### config.mk
export PLATFORM = sky130hd
export DESIGN_NAME = rds_group_decoder_core
export DESIGN_NICKNAME = d
export VERILOG_FILES = /design/src/hdl/rdsgd_pkg.sv /design/src/hdl/rdsgd_time_unit.sv /design/src/hdl/rds_group_decoder_core.sv
export SDC_FILE = /design/constraint.sdc
export NUM_CORES = 1
export LEC_CHECK = 0
export ABC_AREA = 1
export BUFFER_PORTS_ARGS = -buffer_cell sky130_fd_sc_hd__buf_2
export CORE_MARGIN = 3
export CORE_UTILIZATION = 50
export CTS_CLUSTER_DIAMETER = 120
export DETAILED_ROUTE_END_ITERATION = 10
export GPL_ROUTABILITY_DRIVEN = 1
export PLACE_DENSITY = 0.69
export RECOVER_POWER = 25
export SYNTH_ARGS = -nofsm -noshare
export SYNTH_HDL_FRONTEND = slang
export SYNTH_SLANG_ARGS = --single-unit
### constraint.sdc
create_clock -name clk -period 8.8 [get_ports clk]
set_input_delay 0.88 -clock clk [delete_from_list [all_inputs] [get_ports clk]]
set_output_delay 0.88 -clock clk [all_outputs]
set_load 0.01 [all_outputs]
### src/hdl/rdsgd_pkg.sv
// rdsgd_pkg: shared types, codes and constants of the RDS group decoder.
// No dependencies; used by rdsgd_time_unit and rds_group_decoder_core.
package rdsgd_pkg;

  localparam int TEXT_CHARS  = 64;
  localparam int NAME_CHARS  = 8;
  localparam int TEXT_ROWS   = TEXT_CHARS / 4;   // four characters per type 2 group
  localparam int NAME_ROWS   = NAME_CHARS / 2;   // two characters per type 0 group
  localparam int MJD_2010    = 55198;
  localparam int DAY_MINUTES = 1440;
  localparam int HOUR_MINUTES = 60;
  localparam int HALF_HOUR   = 30;
  localparam int YEAR_DAYS   = 365;
  localparam int MONTHS      = 12;
  localparam int START_YEAR  = 10;
  localparam int ACC_W       = 18;               // signed day / minute accumulator

  localparam logic [1:0] ERR_UNCORR = 2'd3;

  localparam logic [3:0] GT_BASIC = 4'd0;
  localparam logic [3:0] GT_TEXT  = 4'd2;
  localparam logic [3:0] GT_CLOCK = 4'd4;

  typedef enum logic [1:0] {
    OP_DECODE = 2'd0,
    OP_READ   = 2'd1,
    OP_RETUNE = 2'd2,
    OP_NONE   = 2'd3
  } op_t;

  typedef enum logic [2:0] {
    ST_IDLE,
    ST_EXEC,
    ST_READ,
    ST_TIME,
    ST_DONE
  } core_st_t;

  typedef enum logic [2:0] {
    TU_IDLE,
    TU_WALK,
    TU_OFFS,
    TU_FIX,
    TU_DIV
  } tu_st_t;

  typedef struct packed {
    logic [4:0] hour;
    logic [5:0] minute;
    logic [5:0] day;
    logic [3:0] month;
    logic [7:0] year;
  } clock_time_t;

  function automatic logic [4:0] month_length(input logic [3:0] m);
    logic [4:0] n;
    unique case (m)
      4'd2:                      n = 5'd28;
      4'd4, 4'd6, 4'd9, 4'd11:   n = 5'd30;
      default:                   n = 5'd31;
    endcase
    return n;
  endfunction

endpackage

### src/hdl/rdsgd_time_unit.sv
// rdsgd_time_unit: iterative MJD / UTC to local date and time converter.
// Depends on rdsgd_pkg. One shared adder runs walk, day fix, hour steps.
module rdsgd_time_unit (
  input  logic                   clk,
  input  logic                   rst_n,
  input  logic                   start,
  input  logic [15:0]            blk_b,
  input  logic [15:0]            blk_c,
  input  logic [15:0]            blk_d,
  output logic                   done,
  output rdsgd_pkg::clock_time_t ct
);
  import rdsgd_pkg::*;

  tu_st_t           st_r, st_nxt;
  logic [ACC_W-1:0] acc_r;
  logic [ACC_W-1:0] addend;
  logic [ACC_W-1:0] sum;
  logic [4:0]       hour_r, hr_in_r;
  logic [5:0]       minute_r, mn_in_r;
  logic [5:0]       day_r;
  logic [3:0]       month_r;
  logic [7:0]       year_r;
  logic [4:0]       off_r;
  logic             off_neg_r;
  logic             done_r;
  logic [16:0]      mjd;
  logic             walk_on, yskip, fix_hi, fix_lo, div_on;
  logic [3:0]       month_step;
  logic [10:0]      hr_min;
  logic [9:0]       off_min;
  logic [ACC_W-1:0] t_sum;

  assign mjd        = {blk_b[1:0], blk_c[15:1]};
  assign walk_on    = $signed(acc_r) > 0;
  assign yskip      = (month_r == 4'd0 || month_r == 4'(MONTHS)) &&
                      ($signed(acc_r) > $signed(ACC_W'(YEAR_DAYS)));
  assign month_step = (month_r == 4'(MONTHS)) ? 4'd1 : month_r + 4'd1;
  assign fix_hi     = $signed(acc_r) >= $signed(ACC_W'(DAY_MINUTES));
  assign fix_lo     = acc_r[ACC_W-1];
  assign div_on     = acc_r >= ACC_W'(HOUR_MINUTES);

  // local minutes = minute + 60 * hour +/- 30 * offset
  assign hr_min  = 11'(hr_in_r) * 11'(HOUR_MINUTES);
  assign off_min = 10'(off_r) * 10'(HALF_HOUR);
  assign t_sum   = off_neg_r ? ACC_W'(mn_in_r) + ACC_W'(hr_min) - ACC_W'(off_min)
                             : ACC_W'(mn_in_r) + ACC_W'(hr_min) + ACC_W'(off_min);

  // shared adder
  always_comb begin
    addend = '0;
    unique case (st_r)
      TU_WALK: addend = yskip ? -ACC_W'(YEAR_DAYS) : -ACC_W'(month_length(month_step));
      TU_FIX:  addend = fix_lo ? ACC_W'(DAY_MINUTES) : -ACC_W'(DAY_MINUTES);
      TU_DIV:  addend = -ACC_W'(HOUR_MINUTES);
      default: addend = '0;
    endcase
  end
  assign sum = acc_r + addend;

  always_ff @(posedge clk) begin
    if (!rst_n) begin
      st_r <= TU_IDLE;
    end else begin
      st_r <= st_nxt;
    end
  end

  always_comb begin
    st_nxt = st_r;
    unique case (st_r)
      TU_IDLE: if (start) st_nxt = TU_WALK;
      TU_WALK: if (!walk_on) st_nxt = TU_OFFS;
      TU_OFFS: st_nxt = TU_FIX;
      TU_FIX:  st_nxt = TU_DIV;
      TU_DIV:  if (!div_on) st_nxt = TU_IDLE;
      default: st_nxt = TU_IDLE;
    endcase
  end

  always_ff @(posedge clk) begin
    if (!rst_n) begin
      hour_r   <= '0;
      minute_r <= '0;
      day_r    <= '0;
      month_r  <= '0;
      year_r   <= '0;
      done_r   <= 1'b0;
    end else begin
      done_r <= 1'b0;
      unique case (st_r)
        TU_IDLE: if (start) begin
          day_r   <= 6'd1;
          month_r <= 4'd0;
          year_r  <= 8'(START_YEAR);
        end
        TU_WALK: if (walk_on) begin
          if (yskip) begin
            year_r <= year_r + 8'd1;
          end else begin
            day_r   <= acc_r[5:0];
            month_r <= month_step;
            if (month_r == 4'(MONTHS)) year_r <= year_r + 8'd1;
          end
        end
        TU_FIX: begin
          hour_r <= '0;
          if (fix_hi) day_r <= day_r + 6'd1;
          else if (fix_lo) day_r <= day_r - 6'd1;
        end
        TU_DIV: begin
          if (div_on) begin
            hour_r <= hour_r + 5'd1;
          end else begin
            minute_r <= acc_r[5:0];
            done_r   <= 1'b1;
          end
        end
        default: ;
      endcase
    end
  end

  // accumulator and captured time fields: payload, no reset
  always_ff @(posedge clk) begin
    unique case (st_r)
      TU_IDLE: if (start) begin
        acc_r     <= ACC_W'(mjd) - ACC_W'(MJD_2010 - 1);
        hr_in_r   <= {blk_c[0], blk_d[15:12]};
        mn_in_r   <= blk_d[11:6];
        off_neg_r <= blk_d[5];
        off_r     <= blk_d[4:0];
      end
      TU_WALK: if (walk_on) acc_r <= sum;
      TU_OFFS: acc_r <= t_sum;
      TU_FIX:  if (fix_hi || fix_lo) acc_r <= sum;
      TU_DIV:  if (div_on) acc_r <= sum;
      default: ;
    endcase
  end

  assign done      = done_r;
  assign ct.hour   = hour_r;
  assign ct.minute = minute_r;
  assign ct.day    = day_r;
  assign ct.month  = month_r;
  assign ct.year   = year_r;

endmodule

### src/hdl/rds_group_decoder_core.sv
// rds_group_decoder_core: top level of the RDS group decoder.
// Depends on rdsgd_pkg and rdsgd_time_unit.
//
// Usage:
//   Input channel (in_*): one beat carries an operation and a whole RDS group
//   (blocks A-D with their error levels) or a read index. Output channel
//   (out_*): exactly one result beat per input beat, in order.
//   Decode latches PI/PTY/TP; an error-free group of type 0, 2 or 4 updates
//   the station name, radiotext or clock time. Read returns one stored
//   character, retune clears segment counters and the name/text valid flags.
// Flow (one item at a time, in_stall high while busy):
//   decode of type 0/2/other and retune: ST_EXEC, then ST_DONE, which loads
//   the output register once it is free and takes the next beat in ST_IDLE,
//   read: ST_READ follows ST_EXEC for the registered radiotext memory read,
//   clock time group: ST_TIME follows ST_EXEC and waits for the time unit to
//   finish the month walk (one year or one month per cycle) and one step
//   per hour of the local time.
// The output register frees the front: a new beat is taken while the last
//   result still waits under out_stall; the next result waits in ST_DONE.
// Reset (synchronous, rst_n low): stores, counters, flags and clock time go
//   to zero. Radiotext rows carry valid bits, so no clearing pass is needed.
module rds_group_decoder_core (
  input  logic        clk,
  input  logic        rst_n,
  // input channel
  input  logic        in_valid,
  output logic        in_stall,
  input  logic [1:0]  in_operation,
  input  logic [15:0] in_block_a,
  input  logic [15:0] in_block_b,
  input  logic [15:0] in_block_c,
  input  logic [15:0] in_block_d,
  input  logic [1:0]  in_error_a,
  input  logic [1:0]  in_error_b,
  input  logic [1:0]  in_error_c,
  input  logic [1:0]  in_error_d,
  input  logic [6:0]  in_read_index,
  // result channel
  output logic        out_valid,
  input  logic        out_stall,
  output logic [15:0] out_program_id,
  output logic [4:0]  out_program_type,
  output logic [4:0]  out_flags,
  output logic [3:0]  out_decoder_id,
  output logic [7:0]  out_read_char,
  output logic        out_time_valid,
  output logic [4:0]  out_hour,
  output logic [5:0]  out_minute,
  output logic [5:0]  out_day,
  output logic [3:0]  out_month,
  output logic [7:0]  out_year
);
  import rdsgd_pkg::*;

  core_st_t    state_r, state_nxt;

  // captured beat
  op_t         op_r;
  logic [15:0] a_r, b_r, c_r, d_r;
  logic        clean_r;
  logic [6:0]  idx_r;

  // station info and reception counters
  logic [15:0] pi_r;
  logic [4:0]  pty_r;
  logic        tp_r, ta_r, ms_r;
  logic [3:0]  di_r;
  logic [3:0]  text_seen_r;
  logic [1:0]  name_seen_r;
  logic        name_ok_r, text_ok_r;

  // radiotext memory: one 32-bit row per type 2 segment, row valid bits
  logic [31:0]          text_mem [TEXT_ROWS];
  logic [TEXT_ROWS-1:0] text_vld_r;
  logic [31:0]          text_rd_r;
  logic                 text_rd_vld_r;

  // station name: four 16-bit rows in flops
  logic [15:0] name_r [NAME_ROWS];

  logic [7:0]  rd_r, rd_nxt;
  logic        tv_r;

  logic        in_acc, out_load;
  logic        do_decode, txt_we, name_we, tu_start, do_retune;
  logic [3:0]  gtype;
  logic [3:0]  text_seen_inc;
  logic [1:0]  name_seen_inc;

  logic        tu_done;
  clock_time_t ct;

  logic        out_valid_r;
  logic [15:0] out_pi_r;
  logic [4:0]  out_pty_r, out_flags_r, out_hour_r;
  logic [3:0]  out_di_r, out_month_r;
  logic [7:0]  out_rd_r, out_year_r;
  logic        out_tv_r;
  logic [5:0]  out_minute_r, out_day_r;

  rdsgd_time_unit u_time (
    .clk   (clk),
    .rst_n (rst_n),
    .start (tu_start),
    .blk_b (b_r),
    .blk_c (c_r),
    .blk_d (d_r),
    .done  (tu_done),
    .ct    (ct)
  );

  assign gtype         = b_r[15:12];
  assign text_seen_inc = text_seen_r + 4'd1;
  assign name_seen_inc = name_seen_r + 2'd1;

  always_ff @(posedge clk) begin
    if (!rst_n) begin
      state_r <= ST_IDLE;
    end else begin
      state_r <= state_nxt;
    end
  end

  // next state and strobes
  always_comb begin
    state_nxt = state_r;
    in_stall  = (state_r != ST_IDLE);
    in_acc    = in_valid && !in_stall;
    do_decode = 1'b0;
    txt_we    = 1'b0;
    name_we   = 1'b0;
    tu_start  = 1'b0;
    do_retune = 1'b0;
    out_load  = 1'b0;
    rd_nxt    = 8'd0;
    unique case (state_r)
      ST_IDLE: if (in_acc) state_nxt = ST_EXEC;
      ST_EXEC: begin
        state_nxt = ST_DONE;
        unique case (op_r)
          OP_DECODE: begin
            do_decode = 1'b1;
            txt_we    = clean_r && (gtype == GT_TEXT);
            name_we   = clean_r && (gtype == GT_BASIC);
            tu_start  = clean_r && (gtype == GT_CLOCK);
            if (tu_start) state_nxt = ST_TIME;
          end
          OP_READ:   state_nxt = ST_READ;
          OP_RETUNE: do_retune = 1'b1;
          default:   ;
        endcase
      end
      ST_READ: begin
        state_nxt = ST_DONE;
        // index 0..63 radiotext, 64..71 station name, above that zero
        if (!idx_r[6]) begin
          if (text_rd_vld_r) rd_nxt = text_rd_r[5'(31 - 8 * idx_r[1:0]) -: 8];
        end else if (idx_r[5:3] == 3'd0) begin
          rd_nxt = idx_r[0] ? name_r[idx_r[2:1]][7:0] : name_r[idx_r[2:1]][15:8];
        end
      end
      ST_TIME: if (tu_done) state_nxt = ST_DONE;
      ST_DONE: begin
        out_load = !out_valid_r || !out_stall;
        if (out_load) state_nxt = ST_IDLE;
      end
      default: state_nxt = ST_IDLE;
    endcase
  end

  // beat capture
  always_ff @(posedge clk) begin
    if (in_acc) begin
      op_r    <= op_t'(in_operation);
      a_r     <= in_block_a;
      b_r     <= in_block_b;
      c_r     <= in_block_c;
      d_r     <= in_block_d;
      clean_r <= (in_error_a != ERR_UNCORR) && (in_error_b != ERR_UNCORR) &&
                 (in_error_c != ERR_UNCORR) && (in_error_d != ERR_UNCORR);
      idx_r   <= in_read_index;
    end
  end

  // station info, counters, name store
  always_ff @(posedge clk) begin
    if (!rst_n) begin
      pi_r        <= '0;
      pty_r       <= '0;
      tp_r        <= 1'b0;
      ta_r        <= 1'b0;
      ms_r        <= 1'b0;
      di_r        <= '0;
      text_seen_r <= '0;
      name_seen_r <= '0;
      name_ok_r   <= 1'b0;
      text_ok_r   <= 1'b0;
      text_vld_r  <= '0;
      for (int i = 0; i < NAME_ROWS; i++) name_r[i] <= '0;
    end else begin
      if (do_decode) begin
        pi_r  <= a_r;
        pty_r <= b_r[9:5];
        tp_r  <= b_r[10];
      end
      if (txt_we) begin
        text_seen_r          <= text_seen_inc;
        text_vld_r[b_r[3:0]] <= 1'b1;
        if (text_seen_inc == 4'd0) text_ok_r <= 1'b1;
      end
      if (name_we) begin
        di_r[b_r[1:0]]   <= b_r[2];
        ms_r             <= b_r[3];
        ta_r             <= b_r[4];
        name_r[b_r[1:0]] <= d_r;
        name_seen_r      <= name_seen_inc;
        if (name_seen_inc == 2'd0) name_ok_r <= 1'b1;
      end
      if (do_retune) begin
        text_seen_r <= '0;
        name_seen_r <= '0;
        name_ok_r   <= 1'b0;
        text_ok_r   <= 1'b0;
      end
    end
  end

  // radiotext memory: one write port, registered read
  always_ff @(posedge clk) begin
    if (txt_we) text_mem[b_r[3:0]] <= {c_r, d_r};
    text_rd_r     <= text_mem[idx_r[5:2]];
    text_rd_vld_r <= text_vld_r[idx_r[5:2]];
  end

  // per-item read char and time flag
  always_ff @(posedge clk) begin
    if (in_acc) begin
      rd_r <= 8'd0;
      tv_r <= 1'b0;
    end else begin
      if (state_r == ST_READ) rd_r <= rd_nxt;
      if (state_r == ST_TIME && tu_done) tv_r <= 1'b1;
    end
  end

  // output register
  always_ff @(posedge clk) begin
    if (!rst_n) begin
      out_valid_r <= 1'b0;
    end else if (out_load) begin
      out_valid_r <= 1'b1;
    end else if (!out_stall) begin
      out_valid_r <= 1'b0;
    end
  end

  always_ff @(posedge clk) begin
    if (out_load) begin
      out_pi_r     <= pi_r;
      out_pty_r    <= pty_r;
      out_flags_r  <= {text_ok_r, name_ok_r, ms_r, ta_r, tp_r};
      out_di_r     <= di_r;
      out_rd_r     <= rd_r;
      out_tv_r     <= tv_r;
      out_hour_r   <= ct.hour;
      out_minute_r <= ct.minute;
      out_day_r    <= ct.day;
      out_month_r  <= ct.month;
      out_year_r   <= ct.year;
    end
  end

  assign out_valid        = out_valid_r;
  assign out_program_id   = out_pi_r;
  assign out_program_type = out_pty_r;
  assign out_flags        = out_flags_r;
  assign out_decoder_id   = out_di_r;
  assign out_read_char    = out_rd_r;
  assign out_time_valid   = out_tv_r;
  assign out_hour         = out_hour_r;
  assign out_minute       = out_minute_r;
  assign out_day          = out_day_r;
  assign out_month        = out_month_r;
  assign out_year         = out_year_r;

endmodule

* Yosys cells after proc, flatten, opt, wreduce, memory -nomap -nowiden
Memory sizes are Yosys's and may differ from the RTL's. A register that Yosys moved wholly into a read port is not among the register bits. Index checks and enable logic that the tools add are counted.
Storage, ports and cells: memories 2, RAM bits 576, register bits after elaboration 276, input port bits 85, logic and storage cells 231, output and inout bits 70
Memories:
- text_mem | words 16, width 32, rd ports 1, clocked after Yosys merged registers in 1, wr ports 1, RTL line rds_group_decoder_core.sv:73 | logic [31:0] text_mem [TEXT_ROWS];
- name_r | words 4, width 16, rd ports 1, clocked after Yosys merged registers in 1, wr ports 4, RTL line rds_group_decoder_core.sv:79 | logic [15:0] name_r [NAME_ROWS];
Cells by class: shifts and indexed selects 1, multipliers 2, bitwise operators 3, mux-type cells 74, reductions and logical operators 45, order comparisons 9, add/subtract/negate cells 14, eq/ne operators 35
Operators with widths (count):
- 18-bit two-way mux | 7
- 18-bit one-hot mux with 5 select lines | 1
- 8-bit two-way mux | 8
- 18-bit one-hot mux with 3 select lines | 1
- 39-bit by 6-bit indexed part select with 8-bit output | 1
- 6-bit two-way mux | 5
- 3-bit one-hot mux with 5 select lines | 2
- 1-bit two-way mux | 24
- 3-bit two-way mux | 7
- 2-bit inequality test (second input constant) | 10
- 18-bit by 10-bit adder with 18-bit output | 1
- 18-bit adder | 1
- 18-bit by 12-bit >= comparator with 1-bit output (second input constant) | 1
- 18-bit by 6-bit >= comparator with 1-bit output (second input constant) | 1
- 18-bit by 1-bit greater-than comparator with 1-bit output (second input constant) | 1
- 18-bit by 10-bit greater-than comparator with 1-bit output (second input constant) | 1
- 5-bit by 4-bit multiplier with 9-bit output (second input constant) | 2
- 5-bit negation with 18-bit output | 1
- 6-bit one-hot mux with 3 select lines | 1
- 17-bit by 16-bit subtractor with 18-bit output (second input constant) | 1
- 18-bit by 10-bit subtractor with 18-bit output | 1
- 16-bit two-way mux | 1
- 4-bit two-way mux | 4
- 16-bit bitwise OR | 1
- 50 further kinds | 99

* Longest topological paths before layout
depth in word-level cells 12, depth in mapped cells 26

* Modules after synthesis
A second synthesis with hierarchy kept.
Second synthesis, totals: cell total of the unflattened synthesis 3521, area total of the unflattened synthesis 37917.6 um^2
By module, submodules not included:
- rds_group_decoder_core | sequential area each 23562.6 um^2, cells each 2558, area each 31094.8 um^2, times used 1
- rdsgd_time_unit | sequential area each 1711.6 um^2, cells each 963, area each 6822.8 um^2, times used 1

* Worst setup path before layout
OpenSTA, ideal clock, no wires.
path kind input-to-reg, start point input out_stall, end point register out_day_r[0], in the netlist out_day[0], enable pin, setup time 516 ps, setup slack 4082 ps, path buffers 0, stages 1, data required time 8284 ps, data arrival time 4202 ps, cells stage by stage a21oi_1
On the way: word-level cells in the longest chain between the ends 3
RTL lines:
- start, declared | RTL line rds_group_decoder_core.sv:40 | input logic out_stall,
- 1-bit logical NOT
- 1-bit logical OR | RTL line rds_group_decoder_core.sv:164 | out_load = !out_valid_r || !out_stall;
- 1-bit two-way mux | RTL line rds_group_decoder_core.sv:136 | unique case (state_r)
- end signal, assigned | RTL line rds_group_decoder_core.sv:267 | out_day_r <= ct.day;
- end, declared | RTL line rds_group_decoder_core.sv:99 | logic [5:0] out_minute_r, out_day_r;
Every way passes these cells. A chain may end at the register's enable or synchronous reset.

* Worst setup path after layout
start point register u_time.hr_in_r[0], end point register u_time.acc_r[15], data pin
On the way: word-level cells in the longest chain between the ends 5
RTL lines:
- start, declared | RTL line rdsgd_time_unit.sv:19 | logic [4:0] hour_r, hr_in_r;
- start signal, assigned | RTL line rdsgd_time_unit.sv:129 | hr_in_r <= {blk_c[0], blk_d[15:12]};
- 5-bit by 4-bit multiplier with 9-bit output * | RTL line rdsgd_time_unit.sv:44 | assign hr_min = 11'(hr_in_r) * 11'(HOUR_MINUTES);
- 6-bit by 11-bit adder with 12-bit output * | RTL line rdsgd_time_unit.sv:46, rdsgd_time_unit.sv:47
- 18-bit by 10-bit adder with 18-bit output / 18-bit by 10-bit subtractor with 18-bit output (equally long branches) | RTL line rdsgd_time_unit.sv:47, rdsgd_time_unit.sv:46
- 18-bit two-way mux * | RTL line rdsgd_time_unit.sv:46 | assign t_sum = off_neg_r ? ACC_W'(mn_in_r) + ACC_W'(hr_min) - ACC_W'(off_min)
- 18-bit one-hot mux with 5 select lines * | RTL line rdsgd_time_unit.sv:126 | unique case (st_r)
- end signal, assigned | RTL line rdsgd_time_unit.sv:128 | acc_r <= ACC_W'(mjd) - ACC_W'(MJD_2010 - 1);
- end signal, assigned | RTL line rdsgd_time_unit.sv:134 | TU_WALK: if (walk_on) acc_r <= sum;
- end signal, assigned | RTL line rdsgd_time_unit.sv:135 | TU_OFFS: acc_r <= t_sum;
- end, declared | RTL line rdsgd_time_unit.sv:16 | logic [ACC_W-1:0] acc_r;
Mark *: on every way between the ends. The rest lies on a longest branch, timed or not.

==> flow_metrics.py <==
metrics = {
    "status": {
        "outcome": "finished with violations",
        "violations": "max-capacitance violations, max-slew violations",
    },
    "synthesis": {
        "synthesis.area_um2": 37140,
        "ys_ff_latch": 885,
        "synth_top_area_share_pct": 60.80,
        "avgSynthCellArea_um2": 11.54,
        "syn_inst": 3217,
        "synth_warnings": 0,
        "async_flop_share_pct": 0,
        "synth_nets": 3399,
        "ys_types": 61,
        "synth_ff_type": "edfxtp_1",
        "synth_edf_count": 752,
        "yosysSeqAreaShare_pct": 67.97,
        "synth_top_cells_by_area": "edfxtp_1 61%, dfxtp_1 7.2%, nand2_1 5.5%",
        "synth_top_area_cell": "edfxtp_1",
    },
    "routing": {
        "routed_wirelength_um": 93650,
        "dr.pass1.iters": 6,
        "avgRoutedWirePerCell_um": 21.29,
        "antenna_left": 0,
        "num_vias": 24940,
        "drt_first_iter_violations": 2411,
        "drcViolationCount": 0,
        "vias_per_cell": 5.668,
    },
    "clock_network": {
        "clk-insertion-delay-late_ns": 0.67,
        "cts_tree": "yes",
        "clockRootBuffer": "clkbuf_16",
        "numCtsBuffers": 90,
        "post-cts-setup-buffer-count": 0,
        "cts_resized": 0,
        "clock_path_buffers": 3,
        "clock_sinks": 885,
        "path_clk_slew_ns": 0.06,
        "ctsHoldBuffers": 0,
        "cts_max_level": 3,
    },
    "sta": {
        "rsz0062_at_grt": "no",
        "setup_violations": 0,
        "fin_ws_ns": 3.972,
        "layout_worst_path_cycle_share_pct": 54.86,
        "skew_ns": 0.05289,
        "setup-tns-final_ns": 0,
        "max_freq_ghz": 0.2071,
        "worstMarginPinSlew_ns": 1.507,
        "hold_viol": 0,
        "relSlewSlack_pct": -0.4919,
        "fin_crit_ns": 4.828,
        "drv_slew": 19,
        "hold_ws_ns": 0.3920,
    },
    "place": {
        "io_buffers": 153,
        "place_hpwl_um": 53380,
        "dp_slack_ns": 4.023,
        "gp_congestion": 0.8439,
    },
    "grt": {
        "overflow": 0,
        "antenna_found_initial": 5,
        "grt_usage_pct": 23.95,
        "grt_pass1_vias": 23420,
        "grt_max_degree": 211,
        "grt_pass1_wl_um": 140900,
    },
    "worst_setup_path": {
        "r2r_start": "u_time.hr_in_r[0]",
        "r2r_slack_ns": 3.97,
        "path_cells": "fa_1, inv_1, fa_1, fa_1, inv_1, ha_1, nand2_1, nor2_1, nor2_1, nor2_2, nand3_2, nor2_4, nor2_1, ha_1, inv_1, nand2_1, nor3_1, nand2_1, o211ai_1, nand2_1, nand3_2, nor3_2, nand2_1, nand3_1",
        "reg2regPathDepth": 24,
        "critPathLaunchType": "register",
        "cpMostUsedCell": "nand2_1",
        "cp-end-kind": "register",
        "crit_path_max_fanout": 7,
        "crit_path_top_delay_cell": "fa_1",
        "cpPeakStageDelay_ns": 0.58,
        "arrival_ns": 5.18,
        "critPathKind": "register to register",
        "r2r_end": "u_time.acc_r[15]",
        "cp.required_ns": 9.15,
    },
    "hold_path": {
        "holdPathEnd": "b_r[3]",
        "hold_class": "input pin to register",
        "hold_start": "in_block_b[3]",
        "hold_path_depth": 1,
    },
    "cells_and_area": {
        "drive_gt1_share_pct": 11.49,
        "num-fill-cells": 5925,
        "layout_common_cells": "752 x edfxtp_1, 542 x nand2_1, 413 x nor2_1, 265 x o21ai_0, 188 x inv_1",
        "fin_nets": 3543,
        "area_growth_pct": 13.02,
        "utilization_pct": 57.24,
        "final_common_cell": "edfxtp_1",
    },
    "floorplan": {
        "num_rows": 99,
        "dieHeight_um": 278.5,
        "dieArea_um2": 77580,
        "die_x_um": 278.5,
        "core_area_um2": 73330,
        "initial_core_util_pct": 50.65,
        "ioPinCount": 155,
    },
    "flow_run": {
        "max_cap_viol_count": 1,
    },
    "power": {
        "p_int_mw": 7.362,
        "ir_drop_uv": 150.2,
        "clockPowerShare_pct": 38.4,
        "p_per_area_nw_per_um2": 237.9,
        "cellLeakagePower_nw": 15.44,
        "p_sw_mw": 2.626,
        "comb_power_share_pct": 10.9,
        "swShare_pct": 26.29,
        "seqPwrFrac_pct": 50.7,
    },
}
-- worst max-delay path by stage --
| stage | startpoint | endpoint | slack (ns) | cells past startpoint |
|---|---|---|---|---|
| 2_1_floorplan | out_stall | out_day[0] | 4.08 | 1 |
| 3_3_place_gp | u_time.hr_in_r[2] | u_time.acc_r[13] | 4.12 | 24 |
| 3_5_place_dp | u_time.hr_in_r[2] | u_time.acc_r[15] | 4.02 | 24 |
| 4_1_cts | u_time.hr_in_r[0] | u_time.acc_r[15] | 3.98 | 24 |
| 5_1_grt | u_time.hr_in_r[0] | u_time.acc_r[15] | 3.61 | 24 |
| 6_report | u_time.hr_in_r[0] | u_time.acc_r[15] | 3.97 | 24 |
-- cells in the mapped netlist (all sizes together) (7+ instances only) --
cell type / count
a311oi: 19
a31oi: 13
edfxtp: 752
nand3: 194
inv: 201
o221ai: 60
nand2: 553
xor2: 20
o22ai: 22
clkbuf: 102
ha: 78
buf: 38
nor3: 13
xnor2: 9
mux2i: 11
dfxtp: 133
o32ai: 13
o211ai: 11
nand4: 73
or2: 10
fa: 19
a21oi: 115
nor2: 445
o21bai: 7
o21ai: 274
-- metal layers --
layer	GRT usage [%]	share of wire, %	vias to the layer above
met4	6.613	1.9	2
met2	40.45	49	999
met5	0	0.014	-
met3	3.657	8.5	135
met1	32.55	40	12050
li1	-	-	11750
-- power by group through the flow --
stage | registers, mW | clock network [mW] | logic, mW
4_1_cts | 5.07 | 3.88 | 1.09
5_1_grt | 5.09 | 4.05 | 1.19
3_3_place_gp | 5.15 | 0 | 1.07
3_5_place_dp | 5.15 | 0 | 1.08
2_1_floorplan | 5.07 | 0 | 0.670
6_report | 5.07 | 3.83 | 1.09
-- kinds of logic after synthesis --
logic type / count (synthesis) / synth area share (%)
XOR/XNOR: 29 / 0.7041
AO/OA/AOI/OAI: 551 / 8.753
multiplexers: 11 / 0.2965
AND/OR/NAND/NOR: 1298 / 15.01
adder cells (fa/ha/maj): 97 / 3.652
buffers and inverters: 346 / 3.615
flip-flops: 885 / 67.97
-- worst max-delay path, delay by kind of cell (launching register included) --
| family | cells | cell delay (ns) |
|---|---|---|
| adders and majority gates | 5 | 2.26 |
| and+or+nand+nor | 15 | 1.47 |
| DFF | 1 | 0.46 |
| buffers and inverters | 3 | 0.22 |
| AOI/OAI and AO/OA | 1 | 0.11 |
-- stage by stage --
stage	cells	instance area (um^2)	power (mW)
floorplan	3217	37140	5.741
global placement	4228	39010	6.215
detailed placement	4228	39010	6.236
CTS	4396	42000	10.04
global route	4398	41970	10.33
finish	4399	41980	9.988
-- registers in the layout, indices dropped and copies added (netlist names), 7 cells and up, named ones only --
| name | cells |
|---|---|
| a_r | 16 |
| b_r | 15 |
| c_r | 16 |
| d_r | 16 |
| idx_r | 7 |
| name_r | 64 |
| out_program_id | 16 |
| out_read_char | 8 |
| out_year | 8 |
| pi_r | 16 |
| rd_r | 8 |
| text_mem | 512 |
| text_rd_r | 32 |
| text_vld_r | 16 |
| u_time.acc_r | 18 |
| u_time.year_r | 8 |
-- cell type report --
| type | count | area (um^2) | share of cell area [%] |
|---|---|---|---|
| clock inverters | 52 | 585.6 | 1.395 |
| repair buffers | 192 | 1057 | 2.519 |
| well taps | 959 | 1200 | 2.859 |
| multi-input cells | 1986 | 10700 | 25.48 |
| diodes | 3 | 7.507 | 0.01788 |
| inverters | 206 | 784.5 | 1.869 |
| clock buffers | 116 | 2401 | 5.720 |
| flip-flops and latches | 885 | 25240 | 60.14 |
Note: power is estimated with default switching activity, not from simulation.
